File: src/design/gfm_pkg.sv
// Shared types, constants and a carry-less helper for the GF(2^192) multiply/square unit.
package gfm_pkg;

	localparam int WORD_W   = 64;
	localparam int FIELD_W  = 192;
	localparam int HALF_W   = 32;
	localparam int NUM_HALF = FIELD_W / HALF_W;
	localparam int PP_W     = 2 * HALF_W - 1;
	localparam int PROD_W   = 2 * FIELD_W - 1;
	localparam int HI_W     = PROD_W - FIELD_W;
	localparam int FOLD_W   = 8;
	localparam int SPILL_W  = FOLD_W - 2;

	// x^192 = x^7 + x^2 + x + 1
	localparam logic [FOLD_W-1:0] FOLD_POLY = 8'h87;

	typedef enum logic [1:0] {
		CFG_MULT_LOW  = 2'd0,
		CFG_MULT_MID  = 2'd1,
		CFG_MULT_HIGH = 2'd2
	} cfg_idx_t;

	typedef enum logic {
		ACT_SQUARE = 1'b0,
		ACT_MAC    = 1'b1
	} action_t;

	typedef struct packed {
		logic              action;
		logic [WORD_W-1:0] operand_low;
		logic [WORD_W-1:0] operand_mid;
		logic [WORD_W-1:0] operand_high;
		logic [WORD_W-1:0] acc_in_low;
		logic [WORD_W-1:0] acc_in_mid;
		logic [WORD_W-1:0] acc_in_high;
	} in_t;

	typedef struct packed {
		logic [WORD_W-1:0] result_low;
		logic [WORD_W-1:0] result_mid;
		logic [WORD_W-1:0] result_high;
	} out_t;

	typedef logic [PP_W-1:0] pp_t;

	// Carry-less 32x32 product.
	function automatic pp_t clmul32(input logic [HALF_W-1:0] a, input logic [HALF_W-1:0] b);
		pp_t acc;
		acc = '0;
		for (int i = 0; i < HALF_W; i++) begin
			if (b[i])
				acc = acc ^ (pp_t'(a) << i);
		end
		return acc;
	endfunction

endpackage

File: src/design/gfm_reduce.sv
// Stage four: reduce the product modulo x^192+x^7+x^2+x+1 and add the accumulator.
module gfm_reduce
	import gfm_pkg::*;
(
	input  logic                  clk,
	input  logic                  arst_n,
	input  logic                  en,
	input  logic                  valid_in,
	input  logic [PROD_W-1:0]     prod_in,
	input  logic [FIELD_W-1:0]    acc_in,
	output logic                  valid_s4,
	output out_t                  res_s4
);

	logic [HI_W-1:0]             hi;
	logic [HI_W+FOLD_W-2:0]      t;
	logic [SPILL_W-1:0]          spill;
	logic [SPILL_W+FOLD_W-2:0]   u;
	logic [FIELD_W-1:0]          r;

	always_comb begin
		hi = prod_in[PROD_W-1:FIELD_W];
		t  = '0;
		for (int k = 0; k < FOLD_W; k++) begin
			if (FOLD_POLY[k])
				t = t ^ ((HI_W+FOLD_W-1)'(hi) << k);
		end
		// bits past 191 after the first fold wrap around once more
		spill = t[HI_W+FOLD_W-2:FIELD_W];
		u     = '0;
		for (int k = 0; k < FOLD_W; k++) begin
			if (FOLD_POLY[k])
				u = u ^ ((SPILL_W+FOLD_W-1)'(spill) << k);
		end
		r = prod_in[FIELD_W-1:0] ^ t[FIELD_W-1:0] ^ FIELD_W'(u) ^ acc_in;
	end

	always_ff @(posedge clk or negedge arst_n) begin
		if (!arst_n) begin
			valid_s4 <= 1'b0;
		end else if (en) begin
			valid_s4 <= valid_in;
		end
	end

	always_ff @(posedge clk) begin
		if (en) begin
			res_s4.result_low  <= r[0*WORD_W +: WORD_W];
			res_s4.result_mid  <= r[1*WORD_W +: WORD_W];
			res_s4.result_high <= r[2*WORD_W +: WORD_W];
		end
	end

endmodule

File: config.mk
export PLATFORM = sky130hd
export DESIGN_NAME = gfm_reduce
export DESIGN_NICKNAME = d
export VERILOG_FILES = /design/src/design/gfm_pkg.sv /design/src/design/gfm_reduce.sv
export SDC_FILE = /design/constraint.sdc
export NUM_CORES = 1
export LEC_CHECK = 0
export ABC_AREA = 1
export BUFFER_PORTS_ARGS = -buffer_cell sky130_fd_sc_hd__buf_2
export CAP_MARGIN = 20
export CORE_AREA = 2 2 297 299
export CTS_CLUSTER_SIZE = 20
export DETAILED_ROUTE_END_ITERATION = 12
export DIE_AREA = 0 0 299 301
export SYNTH_ARGS = -nofsm -noshare
export SYNTH_HDL_FRONTEND = slang
export SYNTH_SLANG_ARGS = --single-unit
File: constraint.sdc
create_clock -name clk -period 2.2 [get_ports clk]
set_input_delay 0.44 -clock clk [delete_from_list [all_inputs] [get_ports clk]]
set_output_delay 0.44 -clock clk [all_outputs]
set_load 0.01 [all_outputs]
# ---- Word level (Yosys, flattened, before mapping)
# Index checks and enable logic that the tools add are counted.
dict set report classes {
  bitwise_logic 9
}
# op n
set op_table {}
lappend op_table {{$xor 192x192->192} 2}
lappend op_table {{$xor 193x198->198} 1}
lappend op_table {{$xor 192x193->193} 1}
lappend op_table {{$xor 191x192->192} 1}
lappend op_table {{$xor 192x13->192} 1}
lappend op_table {{$xor 8x13->13} 1}
lappend op_table {{$xor 7x8->8} 1}
lappend op_table {{$xor 6x7->7} 1}
dict set report word_totals {
  ff_bits 193
  in_bits 579
  out_inout_bits 193
  wordCells 13
}

# ---- Longest topological paths before layout
dict set report depth {
  ltp_word 8
  ltp_mapped 11
  depth_no_buf 10
}

# ---- Least setup slack after synthesis
# OpenSTA, ideal clock, no wires.
dict set report synth_timing {
  kind {input port to flip-flop}
  start {input prod_in[292]}
  end {register res_s4[100] (netlist name), data pin}
  setup_ns 0.253
  arrival_ns 1.082
  required_ns 1.947
  path_slack_ns 0.865
  stages 6
  path_buffers 1
  cell_sequence {buf_2 -> xnor2_1 -> xor2_1 -> nand2_1 -> inv_1 -> nor2_1}
}
dict set report synth_between {
  elab_chain_len 6
}
# element line_no
set synth_lines {}
lappend synth_lines {{start: declaration} gfm_reduce.sv:9} ;# input logic [PROD_W-1:0] prod_in,
lappend synth_lines {{$xor 191x192->192} gfm_reduce.sv:26} ;# t = t ^ ((HI_W+FOLD_W-1)'(hi) << k);
lappend synth_lines {{$xor 192x193->193} gfm_reduce.sv:26}
lappend synth_lines {{$xor 193x198->198} gfm_reduce.sv:26}
lappend synth_lines {{$xor 192x192->192} gfm_reduce.sv:35} ;# r = prod_in[FIELD_W-1:0] ^ t[FIELD_W-1:0] ^ FIELD_W'(u) ^ acc_in;
lappend synth_lines {{$xor 192x13->192} gfm_reduce.sv:35}
lappend synth_lines {{$xor 192x192->192} gfm_reduce.sv:35}
lappend synth_lines {{net r[100]} gfm_reduce.sv:19} ;# logic [FIELD_W-1:0] r;
lappend synth_lines {{end: declaration} gfm_reduce.sv:12} ;# output out_t res_s4
# The timed path passes the listed nets, and every way through them passes these cells.
# A chain may end at the register's enable or synchronous reset.

# ---- Worst setup path after layout
dict set report layout_timing {
  start {register res_s4[98] (netlist name)}
  end {output res_s4[98] (netlist name)}
}
# No word-level cell between the ends.

==> metrics.md <==
| Metric | Value |
|---|---|
| Status | complete, no violations |
| Slew Limit Fails | 0 |
| Final cell count without fillers | between 3,000 and 4,000 |
| Element type at the critical path start | flip-flop |
| Min-delay worst type | in2reg |
| Worst-Skew Late Latency | just under 0.5 ns |
| Total die area | 90,000 um^2 |
| Rel. slew slack | 50.0% |
| First-pass GRT wire length | about 92,000 um |
| Nature of the critical path endpoint | output port |
| Top Ports | approximately 770 |
| Syn nets | between 2,000 and 3,000 |
| CTS Buf Count | 17 |
| Mapped Cells | 2,154 |
| R2R Path End | valid_s4 |
| Critical path launch point | res_s4[98] |
| Max-cap violations | 0 |
| Layout cells sized above 1 | about 33% |
| Post-DP HPWL | ~57,000 um |
| Max incr delay on CP | ~0.53 ns |
| Post-CTS setup buffer count | 0 |
| R2R Path Start | valid_s4 |
| Final hold viol count | 0 |
| Gpl congestion | a little over 0.9 |
| Overflow after GRT | 0 |
| Clock root buffer master | clkbuf_16 |
| Area grow syn2layout | 28.5% |
| Die Width | 299 um |
| Clk pin slew, worst setup/hold paths | 0.08 ns |
| Routed vias | around 15,000 |
| CP Max Fanout | 1 |
| Core Area | around 86,000 um^2 |
| IO Port Bufs | 771 |
| Crit-path slowest cell | edfxtp_1 |
| Critical Path RT | around 1.8 ns |
| Via density | between 3 and 4 |
| Routed Antenna Nets | 0 |
| TritonCTS Sinks | approximately 190 |
| Routed wire per std cell | approximately 17 um |
| Seq/Total Area, Yosys | 32.1% |
| Final Setup Violations | 0 |
| Maximum vdd ir drop | ~0.59 mV |
| Ys async rst share | less than 1% |
| Slew @ Worst Pin | between 0.7 and 0.8 ns |
| Most frequent cell after synthesis | xnor2_1 |
| Top post-synthesis cells by count | 458 x xnor2_1, 374 x inv_1, 335 x nor2_1 |
| Static leakage power | 11.7 nW |
| Starting Density | 20.9% |
| Ranking of synthesized cells by area | edfxtp_1 32%, xnor2_1 22%, xor2_1 11%, inv_1 7.8%, xnor2_2 7.7% |
| Largest net degree at the start of global routing | 50 |
| Critical path capture point | res_s4[98] |
| GR Util All Layers | 14.2% |
| Fillcell total | 9,371 |
| Area leader, netlist | edfxtp_1 |
| Vias in the first global route | around 14,000 |
| Critical path depth | 1 |
| Num rows | around 110 |
| Worst Path Arrival | roughly 1.3 ns |
| RSZ-0062 raised after global routing | no |
| H-tree depth | 4 |
| Cell area after synthesis | 18,100 um^2 |
| Die height | 301 um |
| R2R Setup Slk | approximately 1.5 ns |
| Worst path bufs/invs | 1 |
| Share of the synthesized area in the top cell type | 31.9% |
| Achievable frequency | roughly 590 MHz |
| DR DRC count | 0 |
| DR pass1 iterations | 5 |
| Primary FF master, synth | edfxtp_1 |
| Initial antenna violation count | 10 |
| Netlist cell types | 20 |
| Clock period minus worst slack | ~1.7 ns |
| Post-Route WL | between 60,000 and 70,000 um |
| Period utilisation layout | about three quarters |
| YS warnings | 0 |
| Crit-path leading delay family | flip-flops |
| Placed Instances | between 3,000 and 4,000 |
| Initial drt markers | approximately 620 |
| Number of flops mapped to enable cells by yosys | 192 |
| Syn_area_per_cell | roughly 8.4 um^2 |
| R2R depth | 1 |
| Crit Path Category | reg2out |
| Nets | approximately 3,400 |
| Synthesized flop and latch total | around 190 |
| Clock tree buffer depth | 2 |
| Skew final | 0 ns |
| Post-CTS Resized | 0 |
| CTS tree | built |
| Setup tns final | 0 ns |
| Pwr/cell area | between 600 and 700 nW/um^2 |
| Crit-path cells | buf_2 |
==> layout by cell type, fill, tap and decap left out, drive strengths merged, types with 6 or more instances in the layout <==
| cell type | netlist | final |
|---|---|---|
| buf | 181 | 797 |
| clkbuf | 0 | 22 |
| clkinv | 4 | 6 |
| edfxtp | 192 | 192 |
| inv | 386 | 390 |
| nand2 | 280 | 280 |
| nand3 | 8 | 8 |
| nor2 | 336 | 336 |
| xnor2 | 544 | 544 |
| xor2 | 220 | 220 |
==> logic make-up (layout without fill, tap and decap cells) <==
| kind of cell | after synthesis | in the layout | share of synthesized area [%] |
|---|---|---|---|
| buf+inv | 571 | 1220 | 14.0 |
| flops | 193 | 193 | 32.1 |
| mux | 1 | 1 | 0.0623 |
| xor+xnor | 764 | 764 | 40.7 |
| other cells | 0 | 1 | 0 |
| simple gates | 625 | 625 | 13.2 |
==> power by group <==
| group | total [W] | leakage (nW) | internal, W | switching (W) |
|---|---|---|---|---|
| Combinational | 0.00549 | 9.53 | 0.00236 | 0.00312 |
| Sequential | 0.00511 | 1.90 | 0.00491 | 0.000200 |
| Clock | 0.00353 | 0.296 | 0.00187 | 0.00166 |
==> metal layers <==
layer	wire (um)	part of all wire (%)	vias up	GRT usage, %
met3	5150	7.9	56	4.46
met4	1150	1.8	12	3.54
li1	-	-	7430	-
met2	31900	49	577	24.8
met5	85	0.13	-	0
met1	27100	41	6569	16.8
==> worst min path at each step <==
stage | start | end | slack (ns) | cells past startpoint
after floorplan | arst_n | valid_s4 | 0.14 | 0
after global placement | arst_n | valid_s4 | 0.21 | 1
after detailed placement | arst_n | valid_s4 | 0.22 | 1
after CTS | valid_in | valid_s4 | 0.11 | 2
after global routing | valid_in | valid_s4 | 0.14 | 2
final | valid_in | valid_s4 | 0.18 | 2
==> per-stage QoR <==
stage	total power, W	cell area, um^2	hold WS (ns)	util, %	setup slack, ns
finish	0.0141	23200	0.176	26.8	0.514
global route	0.0150	23200	0.139	26.8	0.461
CTS	0.0144	23200	0.112	26.8	0.451
detailed placement	0.0107	22600	0.216	26.1	0.0978
global placement	0.0107	22600	0.215	26.1	0.0598
floorplan	0.00870	18100	0.144	-	0.865
==> cell type report <==
class	count	area [um^2]	share of cell area, %
Antenna cell	1	2.50	0.0108
Clock buffer	22	464	2.00
Clock inverter	10	146	0.631
Inverter	390	1470	6.32
Multi-Input combinational cell	1390	9750	42.0
Sequential cell	193	5790	25.0
Tap cell	1155	1450	6.23
Timing Repair Buffer	798	4140	17.8
==> registers in the layout (all words and copies together) (netlist names) <==
register and flops:
res_s4 192, valid_s4 1
==> repair_timing <==
action	CTS	global route
hold buffers	1	0
setup endpoints to repair	0	0
hold endpoints to repair	1	0
(Power assumes the default switching activity.)
